### src/hdl/salc_pkg.sv
`timescale 1ns / 1ps

package salc_pkg;

  localparam int CNT_W = 32;
  localparam logic [CNT_W-1:0] CNT_MAX = '1;

  localparam int FUNC_W = 2;
  typedef enum logic [FUNC_W-1:0] {
    FUNC_LOAD   = 2'd0,
    FUNC_STORE  = 2'd1,
    FUNC_MODIFY = 2'd2,
    FUNC_NOP    = 2'd3
  } func_t;

  localparam int CFG_IDX_W  = 2;
  localparam int CFG_DATA_W = 5;
  typedef enum logic [CFG_IDX_W-1:0] {
    CFG_SET_BITS   = 2'd0,
    CFG_BLOCK_BITS = 2'd1,
    CFG_WAYS       = 2'd2
  } cfg_idx_t;

  localparam int SET_BITS_W   = 3;
  localparam int BLOCK_BITS_W = 5;
  localparam int WAYS_W       = 4;

  localparam logic [SET_BITS_W-1:0]   SET_BITS_RST   = 3'd4;
  localparam logic [BLOCK_BITS_W-1:0] BLOCK_BITS_RST = 5'd4;
  localparam logic [WAYS_W-1:0]       WAYS_RST       = 4'd1;

endpackage

### src/hdl/salc_if.sv
`timescale 1ns / 1ps

interface salc_req_if #(
  parameter int ADDR_WIDTH = 48
);
  logic                              valid;
  logic                              ready;
  logic [salc_pkg::FUNC_W-1:0]       func;
  logic [ADDR_WIDTH-1:0]             address;

  modport source (output valid, output func, output address, input ready);
  modport sink   (input valid, input func, input address, output ready);
endinterface

interface salc_rsp_if;
  logic                         valid;
  logic                         ready;
  logic                         was_hit;
  logic                         was_miss;
  logic                         was_eviction;
  logic [salc_pkg::CNT_W-1:0]   hit_total;
  logic [salc_pkg::CNT_W-1:0]   miss_total;
  logic [salc_pkg::CNT_W-1:0]   eviction_total;

  modport source (output valid, output was_hit, output was_miss, output was_eviction,
                  output hit_total, output miss_total, output eviction_total,
                  input ready);
  modport sink   (input valid, input was_hit, input was_miss, input was_eviction,
                  input hit_total, input miss_total, input eviction_total,
                  output ready);
endinterface

### src/hdl/salc_ctrl.sv
`timescale 1ns / 1ps

module salc_ctrl #(
  parameter int MAX_WAYS     = 8,
  parameter int ADDR_WIDTH   = 48,
  parameter int SET_W        = 6,
  parameter int WC_W         = 4,
  parameter int ROW_W        = 648
) (
  input  logic                                clk,
  input  logic                                rst_n,
  input  logic [salc_pkg::SET_BITS_W-1:0]     sb_eff,
  input  logic [salc_pkg::BLOCK_BITS_W-1:0]   block_bits,
  input  logic [WC_W-1:0]                     ways_eff,
  salc_req_if.sink                            in_ch,
  salc_rsp_if.source                          out_ch,
  output logic                                rd_en,
  output logic [SET_W-1:0]                    rd_set,
  input  logic [ROW_W-1:0]                    rd_row,
  output logic                                wr_en,
  output logic [SET_W-1:0]                    wr_set,
  output logic [ROW_W-1:0]                    wr_row
);

  localparam int WAY_W   = (MAX_WAYS > 1) ? $clog2(MAX_WAYS) : 1;
  localparam int CNT_W   = salc_pkg::CNT_W;
  localparam int SHIFT_W = 7;

  typedef struct packed {
    logic                  vld;
    logic [ADDR_WIDTH-1:0] tag;
    logic [CNT_W-1:0]      stamp;
  } line_t;
  typedef line_t [MAX_WAYS-1:0] row_t;

  typedef enum logic [2:0] {
    S_IDLE,
    S_EVAL,
    S_SCAN,
    S_STAMP,
    S_WRITE
  } state_t;

  function automatic logic [CNT_W-1:0] sat_inc(input logic [CNT_W-1:0] v);
    return (v == salc_pkg::CNT_MAX) ? v : v + CNT_W'(1);
  endfunction

  state_t                state_r;
  salc_pkg::func_t       func_r;
  logic [SET_W-1:0]      set_r;
  logic [ADDR_WIDTH-1:0] tag_r;
  logic                  hit_r, miss_r, evict_r;
  logic [WAY_W-1:0]      way_r;
  logic [WAY_W-1:0]      scan_r;
  logic [CNT_W-1:0]      vstamp_r;
  logic [CNT_W-1:0]      stamp_r;
  logic [CNT_W-1:0]      hits_r, misses_r, evicts_r;
  logic                  out_valid_r;
  logic                  out_hit_r, out_miss_r, out_evict_r;
  logic [CNT_W-1:0]      out_hits_r, out_misses_r, out_evicts_r;

  row_t                  rd_lines;
  row_t                  wr_lines;
  logic                  accept;
  logic                  fire;
  logic [ADDR_WIDTH-1:0] addr_shifted;
  logic [SET_W-1:0]      set_mask;
  logic [SET_W-1:0]      set_calc;
  logic [SHIFT_W-1:0]    tag_shift;
  logic [ADDR_WIDTH-1:0] tag_calc;
  logic                  hit_found, inv_found;
  logic [WAY_W-1:0]      hit_way, inv_way;
  logic                  scan_lower;
  logic                  scan_last;
  logic [CNT_W+1:0]      stamp_sum;

  assign accept = in_ch.valid && in_ch.ready;
  assign fire   = (state_r == S_WRITE) && (!out_valid_r || out_ch.ready);

  // set and tag of the incoming item
  assign addr_shifted = in_ch.address >> block_bits;
  assign set_mask     = ~({SET_W{1'b1}} << sb_eff);
  assign set_calc     = addr_shifted[SET_W-1:0] & set_mask;
  assign tag_shift    = SHIFT_W'(block_bits) + SHIFT_W'(sb_eff);
  assign tag_calc     = in_ch.address >> tag_shift;

  assign rd_en  = accept;
  assign rd_set = set_calc;

  assign rd_lines = rd_row;

  // lowest matching way and lowest free way among the ways in use
  always_comb begin
    hit_found = 1'b0;
    inv_found = 1'b0;
    hit_way   = '0;
    inv_way   = '0;
    for (int w = MAX_WAYS - 1; w >= 0; w--) begin
      if (w < int'(ways_eff)) begin
        if (rd_lines[w].vld && (rd_lines[w].tag == tag_r)) begin
          hit_found = 1'b1;
          hit_way   = WAY_W'(w);
        end
        if (!rd_lines[w].vld) begin
          inv_found = 1'b1;
          inv_way   = WAY_W'(w);
        end
      end
    end
  end

  assign scan_lower = rd_lines[scan_r].stamp < vstamp_r;
  assign scan_last  = (WC_W'(scan_r) + WC_W'(1)) == ways_eff;
  assign stamp_sum  = (CNT_W+2)'(hits_r) + (CNT_W+2)'(misses_r) + (CNT_W+2)'(evicts_r);

  always_comb begin
    wr_lines = rd_lines;
    wr_lines[way_r].vld   = 1'b1;
    wr_lines[way_r].tag   = tag_r;
    wr_lines[way_r].stamp = stamp_r;
  end

  assign wr_en  = fire && (func_r != salc_pkg::FUNC_NOP);
  assign wr_set = set_r;
  assign wr_row = wr_lines;

  always_ff @(posedge clk) begin
    if (!rst_n) begin
      state_r     <= S_IDLE;
      hits_r      <= '0;
      misses_r    <= '0;
      evicts_r    <= '0;
      out_valid_r <= 1'b0;
    end else begin
      if (out_valid_r && out_ch.ready && !fire) begin
        out_valid_r <= 1'b0;
      end
      case (state_r)
        S_IDLE: begin
          if (accept) begin
            func_r  <= salc_pkg::func_t'(in_ch.func);
            set_r   <= set_calc;
            tag_r   <= tag_calc;
            hit_r   <= 1'b0;
            miss_r  <= 1'b0;
            evict_r <= 1'b0;
            state_r <= S_EVAL;
          end
        end
        S_EVAL: begin
          if (func_r == salc_pkg::FUNC_NOP) begin
            state_r <= S_WRITE;
          end else if (hit_found) begin
            hit_r   <= 1'b1;
            way_r   <= hit_way;
            hits_r  <= sat_inc(hits_r);
            state_r <= S_STAMP;
          end else begin
            miss_r   <= 1'b1;
            misses_r <= sat_inc(misses_r);
            if (inv_found) begin
              way_r   <= inv_way;
              state_r <= S_STAMP;
            end else if (ways_eff == WC_W'(1)) begin
              way_r    <= '0;
              evict_r  <= 1'b1;
              evicts_r <= sat_inc(evicts_r);
              state_r  <= S_STAMP;
            end else begin
              way_r    <= '0;
              vstamp_r <= rd_lines[0].stamp;
              scan_r   <= WAY_W'(1);
              state_r  <= S_SCAN;
            end
          end
        end
        S_SCAN: begin
          // serial search for the oldest stamp, strict compare keeps lowest way on ties
          if (scan_lower) begin
            way_r    <= scan_r;
            vstamp_r <= rd_lines[scan_r].stamp;
          end
          scan_r <= scan_r + WAY_W'(1);
          if (scan_last) begin
            evict_r  <= 1'b1;
            evicts_r <= sat_inc(evicts_r);
            state_r  <= S_STAMP;
          end
        end
        S_STAMP: begin
          stamp_r <= (stamp_sum[CNT_W+1:CNT_W] != 2'b00) ? salc_pkg::CNT_MAX
                                                         : stamp_sum[CNT_W-1:0];
          // extra hit of a modify lands after the stamp is taken
          if (func_r == salc_pkg::FUNC_MODIFY) begin
            hits_r <= sat_inc(hits_r);
          end
          state_r <= S_WRITE;
        end
        S_WRITE: begin
          if (fire) begin
            out_valid_r  <= 1'b1;
            out_hit_r    <= hit_r;
            out_miss_r   <= miss_r;
            out_evict_r  <= evict_r;
            out_hits_r   <= hits_r;
            out_misses_r <= misses_r;
            out_evicts_r <= evicts_r;
            state_r      <= S_IDLE;
          end
        end
        default: begin
          state_r <= S_IDLE;
        end
      endcase
    end
  end

  assign in_ch.ready           = (state_r == S_IDLE);
  assign out_ch.valid          = out_valid_r;
  assign out_ch.was_hit        = out_hit_r;
  assign out_ch.was_miss       = out_miss_r;
  assign out_ch.was_eviction   = out_evict_r;
  assign out_ch.hit_total      = out_hits_r;
  assign out_ch.miss_total     = out_misses_r;
  assign out_ch.eviction_total = out_evicts_r;

endmodule

### src/flat_wrapper.sv
// flat-port wrapper written by rule: the top's interface ports become plain ports
module salc_ctrl_flat 
#(
  parameter int MAX_WAYS     = 8,
  parameter int ADDR_WIDTH   = 48,
  parameter int SET_W        = 6,
  parameter int WC_W         = 4,
  parameter int ROW_W        = 648
)
  (clk, rst_n, sb_eff, block_bits, ways_eff, rd_en, rd_set, rd_row, wr_en, wr_set, wr_row, in_ch_valid, in_ch_func, in_ch_address, in_ch_ready, out_ch_valid, out_ch_was_hit, out_ch_was_miss, out_ch_was_eviction, out_ch_hit_total, out_ch_miss_total, out_ch_eviction_total, out_ch_ready);
  salc_req_if #(.ADDR_WIDTH(ADDR_WIDTH)) in_ch_i ();
  salc_rsp_if out_ch_i ();
  input  logic clk;
  input  logic rst_n;
  input  logic [salc_pkg::SET_BITS_W-1:0] sb_eff;
  input  logic [salc_pkg::BLOCK_BITS_W-1:0] block_bits;
  input  logic [WC_W-1:0] ways_eff;
  output logic rd_en;
  output logic [SET_W-1:0] rd_set;
  input  logic [ROW_W-1:0] rd_row;
  output logic wr_en;
  output logic [SET_W-1:0] wr_set;
  output logic [ROW_W-1:0] wr_row;
  input wire logic [$bits(in_ch_i.valid)-1:0] in_ch_valid;
  input wire logic [$bits(in_ch_i.func)-1:0] in_ch_func;
  input wire logic [$bits(in_ch_i.address)-1:0] in_ch_address;
  output wire logic [$bits(in_ch_i.ready)-1:0] in_ch_ready;
  output wire logic [$bits(out_ch_i.valid)-1:0] out_ch_valid;
  output wire logic [$bits(out_ch_i.was_hit)-1:0] out_ch_was_hit;
  output wire logic [$bits(out_ch_i.was_miss)-1:0] out_ch_was_miss;
  output wire logic [$bits(out_ch_i.was_eviction)-1:0] out_ch_was_eviction;
  output wire logic [$bits(out_ch_i.hit_total)-1:0] out_ch_hit_total;
  output wire logic [$bits(out_ch_i.miss_total)-1:0] out_ch_miss_total;
  output wire logic [$bits(out_ch_i.eviction_total)-1:0] out_ch_eviction_total;
  input wire logic [$bits(out_ch_i.ready)-1:0] out_ch_ready;
  assign in_ch_i.valid = in_ch_valid;
  assign in_ch_i.func = in_ch_func;
  assign in_ch_i.address = in_ch_address;
  assign in_ch_ready = in_ch_i.ready;
  assign out_ch_valid = out_ch_i.valid;
  assign out_ch_was_hit = out_ch_i.was_hit;
  assign out_ch_was_miss = out_ch_i.was_miss;
  assign out_ch_was_eviction = out_ch_i.was_eviction;
  assign out_ch_hit_total = out_ch_i.hit_total;
  assign out_ch_miss_total = out_ch_i.miss_total;
  assign out_ch_eviction_total = out_ch_i.eviction_total;
  assign out_ch_i.ready = out_ch_ready;
  salc_ctrl #(.MAX_WAYS(MAX_WAYS), .ADDR_WIDTH(ADDR_WIDTH), .SET_W(SET_W), .WC_W(WC_W), .ROW_W(ROW_W)) u_core (.clk(clk), .rst_n(rst_n), .sb_eff(sb_eff), .block_bits(block_bits), .ways_eff(ways_eff), .in_ch(in_ch_i), .out_ch(out_ch_i), .rd_en(rd_en), .rd_set(rd_set), .rd_row(rd_row), .wr_en(wr_en), .wr_set(wr_set), .wr_row(wr_row));
endmodule
### config.mk
export PLATFORM = sky130hd
export DESIGN_NAME = salc_ctrl_flat
export DESIGN_NICKNAME = d
export VERILOG_FILES = /design/src/hdl/salc_pkg.sv /design/src/hdl/salc_if.sv /design/src/hdl/salc_ctrl.sv /design/src/flat_wrapper.sv
export SDC_FILE = /design/constraint.sdc
export NUM_CORES = 2
export LEC_CHECK = 0
export BUFFER_PORTS_ARGS = -buffer_cell sky130_fd_sc_hd__clkbuf_2
export CORE_AREA = 2 2 575 577
export DETAILED_ROUTE_END_ITERATION = 8
export DIE_AREA = 0 0 577 579
export GPL_TIMING_DRIVEN = 0
export HOLD_SLACK_MARGIN = 0.12
export PLACE_DENSITY = 0.3
export SYNTH_ARGS = -nofsm -noshare
export SYNTH_HDL_FRONTEND = slang
export SYNTH_SLANG_ARGS = --single-unit
### constraint.sdc
create_clock -name clk -period 8.1 [get_ports clk]
set_input_delay 0.81 -clock clk [delete_from_list [all_inputs] [get_ports clk]]
set_output_delay 0.81 -clock clk [all_outputs]
set_load 0.01 [all_outputs]
**After elaboration in Yosys (flattened, before gate mapping)**

Cells that the tools add are included.

- Logic and storage cells: 243
- Bits in registers: 328
- Output and inout port bits: 763

- Reduce and logical (&&, ||, !) cells: 36
- Eq/ne operators: 31
- Add/subtract/negate cells: 8
- Bitwise logic cells: 5
- Mux-type cells: 127
- Shifts and indexed selects: 3
- Order comparisons: 12

Operators by type and width:

| operator | count |
|---|---|
| $bwmux 648 | 3 |
| $demux 81 s3 | 3 |
| $mux 32 | 17 |
| $eq 48x48->1 | 8 |
| $bmux 81 s3 | 1 |
| $pmux 32 s2 | 3 |
| $mux 3 | 46 |
| $add 32x1->32 const B | 3 |
| $eq 32x32->1 const B | 3 |
| $mux 81 | 1 |
| $mux 80 | 1 |
| $shr 48x5->6 | 1 |
| $shr 48x7->48 | 1 |
| $mux 1 | 46 |
| $add 34x32->34 | 1 |
| $add 32x32->33 | 1 |
| $lt 32x32->1 | 1 |
| $lt 3x4->1 const A | 4 |
| $pmux 3 s5 | 1 |
| $logic_and 1x1->1 | 14 |
| $ne 2x1->1 const B | 6 |
| $ne 2x2->1 const B | 6 |
| $pmux 3 s2 | 2 |
| $reduce_and 4->1 | 3 |
| other kinds (30) | 46 |

**Logic depth before layout (Yosys ltp)**

- Depth after elaboration: 21
- Mapped depth: 23
- Gate-level depth less buffers: 20

**Worst setup path after synthesis**

Ideal clock, no wire load.

- Path kind: register to register
- Start point: register u_core.scan_r[0]
- End point: register u_core.vstamp_r[0] (enable)
- Library setup time: 425 ps
- Clock period less this slack: 5770 ps
- Path slack: 2330 ps
- Data arrival time: 5345 ps
- Stages on the path, launching flop included: 16
- Cells stage by stage: edfxtp_1 -> clkbuf_1 -> buf_1 -> buf_1 -> mux4_2 -> mux2_2 -> ha_1 -> a21o_1 -> a21o_1 -> a21o_1 -> a21o_1 -> a21oi_1 -> o21ai_0 -> o311ai_0 -> nand2_1 -> nor2b_1

- Longest elaborated chain between the ends: 5

RTL lines:

| what | line | source |
|---|---|---|
| start: declaration | salc_ctrl.sv:54 | `logic [WAY_W-1:0] scan_r;` |
| start signal: assignment | salc_ctrl.sv:183 | `scan_r <= scan_r + WAY_W'(1);` |
| $bmux 81 s3 | salc_ctrl.sv:112 | `assign scan_lower = rd_lines[scan_r].stamp < vstamp_r;` |
| $mux 32 (not written as such) | salc_ctrl.sv:112 |  |
| $lt 32x32->1 | salc_ctrl.sv:112 |  |
| $ne 2x1->1 (no source line) | - |  |
| $reduce_and 7->1 (no source line) | - |  |
| end signal: assignment | salc_ctrl.sv:171 | `vstamp_r <= rd_lines[0].stamp;` |
| end signal: assignment | salc_ctrl.sv:181 | `vstamp_r <= rd_lines[scan_r].stamp;` |
| end: declaration | salc_ctrl.sv:55 | `logic [CNT_W-1:0] vstamp_r;` |

Every way passes these cells. The select of a mux whose other input is x is not followed.
A chain may end at the register's enable or synchronous reset.

**Final worst setup path**

- Start point: register u_core.misses_r[0]
- End point: register u_core.stamp_r[3], data pin

- Longest elaborated chain between the ends: 3

RTL lines:

| what | line | source |
|---|---|---|
| start: declaration | salc_ctrl.sv:57 | `logic [CNT_W-1:0] hits_r, misses_r, evicts_r;` |
| start signal: assignment | salc_ctrl.sv:160 | `misses_r <= sat_inc(misses_r);` |
| $add 32x32->33 * | salc_ctrl.sv:114 | `assign stamp_sum = (CNT_W+2)'(hits_r) + (CNT_W+2)'(misses_r) + (CNT_W+2)'(evicts_r);` |
| $add 34x32->34 * | salc_ctrl.sv:114 |  |
| $reduce_bool 2->1 | salc_ctrl.sv:191 | `stamp_r <= (stamp_sum[CNT_W+1:CNT_W] != 2'b00) ? salc_pkg::CNT_MAX` |
| end signal: assignment | salc_ctrl.sv:191 |  |
| end: declaration | salc_ctrl.sv:56 | `logic [CNT_W-1:0] stamp_r;` |

Mark *: on every way between the ends. The rest lies on a longest branch, timed or not.

==> qor.yml <==
drt:
  dr.pass1.iters: 6
  wirelength_um: 439000
  postRouteAntennaNets: 0
  avgViaCountPerCell: 4.35
  drtIter0Drc: 4571
  route.detailed.wl_per_inst_um: 44.7
  drc_errors: 0
  num_vias: 42700
worst_setup_path:
  startpoint: "u_core.misses_r[0]"
  crit_type: "flip-flop to flip-flop"
  r2r_start: "u_core.misses_r[0]"
  crit_path_max_fanout: 10
  arrival_ns: 7.88
  crit_path_start_kind: "flip-flop"
  r2r_cells: 21
  cp-end-kind: "flip-flop"
  required_ns: 8.35
logic_synthesis:
  synth_ff_type: "edfxtp_1"
  ys_ff_latch: 328
  netlist.area_leader.share_pct: 20.7
  synth_fa_ha_area_share_pct: 3.73
  synth_mux_area_share_pct: 30.0
  ys_warn_count: 0
  postSynthAreaPerCell_um2: 9.35
  async_reset_ff_share_pct: 0
  synthSimpleGateAreaFrac_pct: 16.7
  seq_area_frac_synth_pct: 24.7
  synth_compound_area_share_pct: 9.65
  synth_top_family_by_area: "multiplexers"
  synth_edf_count: 228
  synthDistinctLibCells: 84
  synth.area.top_cells: "mux2_2 (21%), edfxtp_1 (19%), mux4_2 (6.7%)"
  synth.most_common_cell: "mux2_2"
  syn-cell-area_um2: 35800
  syn-num-nets: 4649
  synth_commonest_cells: "mux2_2 (657), nand2_1 (393), xnor2_1 (265), edfxtp_1 (228), clkbuf_1 (220)"
  yosys.area.top_type: "mux2_2"
  synthXorXnorAreaFrac_pct: 11.0
  syn_inst: 3830
run:
  drv_cap: 7
layout:
  utilization_pct: 15.5
  nFillCells: 37600
  layout.nets: 6188
  syn_to_final_growth_pct: 41.8
  drive_gt1_share_pct: 45.0
floorplanning:
  boundaryPins: 1477
  coreArea_um2: 329000
  die_w_um: 577
  die_y_um: 579
  die-area_um2: 334000
  num_rows: 211
  initial_core_util_pct: 10.9
sta:
  finalCritPeriodShare_pct: 94.2
  rsz0062_at_grt: "no"
  slew_viol_final: 74
  worst_slew_pin_slew_ns: 1.67
  fin_crit_ns: 7.63
  setup_viol: 0
  max_freq_mhz: 131
  finalSetupTns_ns: 0
  worst_clock_skew_ns: 0.102
  finalHoldViolations: 0
  relSlewSlack_pct: -11.4
clock_network:
  post_cts_resize_count: 0
  tritoncts: "built"
  clock_path_buffers: 3
  clk_pin_slew_ns: 0.06
  postCtsHoldBufs: 0
  cts_num_sinks: 328
  cts_setup_buffers: 0
  cts-root-buf: "clkbuf_16"
  cts_buffers: 50
  clkLatencyLatePin_ns: 0.72
  htree_levels: 2
power:
  p_sw_w: 0.00420
  combPwrFrac_pct: 50.7
  p_clk_share_pct: 26.6
  ir_drop_v: 0.000173
  power_leakage_nw: 20.0
  p_per_area_nw_per_um2: 170
  internal_power_w: 0.00442
  pwr-share-seq_pct: 22.7
  p_sw_share_pct: 48.7
global_routing:
  grt_pass1_wl_um: 528000
  grt_usage_pct: 25.1
  grt-ovfl-total: 0
  first_global_vias: 41000
  grt_max_degree: 56
  antenna_found_initial: 104
hold_path:
  min_delay_path_depth: 1
  hp-class: "input port to flip-flop"
  min-delay-start: "in_ch_func[1]"
run_status:
  status: "finished, violations left"
  violations: "capacitance limit, slew limit"
placement:
  dp_hpwl_um: 385000
  gp_congestion: 1.02
  portBuffers: 1474
## metrics by stage
| step | hold WS (ns) | area (µm²) | setup slack [ns] | std cells | total power, W |
|---|---|---|---|---|---|
| global route | 0.228 | 50700 | 0.0216 | 9783 | 0.00886 |
| CTS | 0.193 | 50700 | 0.404 | 9774 | 0.00866 |
| finish | 0.279 | 50800 | 0.473 | 9810 | 0.00862 |
| detailed placement | 0.405 | 49000 | 0.486 | 9682 | 0.00627 |
| floorplan | 0.400 | 35800 | 2.33 | 3830 | 0.00372 |
| global placement | 0.408 | 48700 | -2.33 | 9670 | 0.00628 |
## placed cells by master, fill, tap and decap left out, types with 70 or more instances in the layout
master    count
mux2i_1      93
nor2_1      152
o21ai_0     126
nand2_1     393
mux2_2      657
edfxtp_1    228
ha_1        102
xnor2_1     265
a21oi_1     162
clkbuf_1    193
xor2_1      185
nand4_1     135
dfxtp_1     100
clkbuf_2   1508
mux4_2      107
nor4_1      102
nand3_1      70
inv_1        80
## registers in the layout, indices dropped and copies added (netlist names)
signal,flops
u_core.state_r,3
u_core.evict_r,1
u_core.evicts_r,32
u_core.out_ch.was_eviction,1
u_core.out_ch.valid,1
u_core.out_ch.hit_total,32
u_core.hit_r,1
u_core.out_ch.eviction_total,32
u_core.scan_r,3
u_core.tag_r,48
u_core.way_r,3
u_core.vstamp_r,32
u_core.hits_r,32
u_core.wr_set,6
u_core.out_ch.was_hit,1
u_core.miss_r,1
u_core.out_ch.miss_total,32
u_core.func_r,2
u_core.stamp_r,32
u_core.out_ch.was_miss,1
u_core.misses_r,32
## metal layers
metal  track usage, %  wire, µm  up-vias
met5            0.411       400        -
met4             14.3     29800       34
met3             10.6     48700      569
met2             36.5    181000     2492
li1                 -         -    17500
met1             30.7    179000    22100
## power by group through the flow
stage | Sequential, W | Clock (W) | Combinational, W
final | 0.00196 | 0.00229 | 0.00437
after global routing | 0.00196 | 0.00243 | 0.00446
after CTS | 0.00196 | 0.00240 | 0.00430
after detailed placement | 0.00199 | 0 | 0.00428
after global placement | 0.00200 | 0 | 0.00428
after floorplan | 0.00197 | 0 | 0.00176
## kinds of logic after synthesis
family	Yosys count
AO/OA/AOI/OAI	543
adder cells (fa/ha/maj)	105
XOR/XNOR	450
AND/OR/NAND/NOR	1166
flip-flops	328
multiplexers	857
buffers and inverters	381
## critical path, cell delays in order, from the launching register on
cell and delay, ns:
dfxtp_1 0.51, ha_1 0.34, fa_1 0.41, a21o_1 0.22, a221oi_1 0.61, a21oi_1 0.25, a21oi_1 0.31, nor2b_1 0.10
o21a_1 0.17, nor2_1 0.11, xnor2_1 0.27, ha_1 0.41, a21o_1 0.20, a21o_1 0.18, a21oi_1 0.22, nor4b_1 0.35
a2111oi_0 0.27, o31a_1 0.37, or4b_1 0.48, a21oi_1 0.57, buf_2 0.36, o21ai_0 0.42
## path summary, 6_finish.rpt
check                           slack [ns]               endpoint
worst max register to register        0.47      u_core.stamp_r[3]
worst min-delay path                  0.28       u_core.func_r[1]
worst max-delay path                  0.47      u_core.stamp_r[3]
worst min register to register        0.42  u_core.out_ch.was_hit
## cell type report
cell class                 instances  area (µm²)  share of cell area (%)
multi-input combinational       3121       25500                    50.2
clock inverter                    31         302                   0.594
clock buffer                      61        1380                    2.71
antenna                           35        87.6                   0.172
inverter                          84         315                   0.621
buffer                           297        1250                    2.47
timing repair buffer            1487        7640                    15.1
sequential                       328        8850                    17.4
tap                             4366        5460                    10.8
No activity file was read; power rests on OpenSTA's default activity.
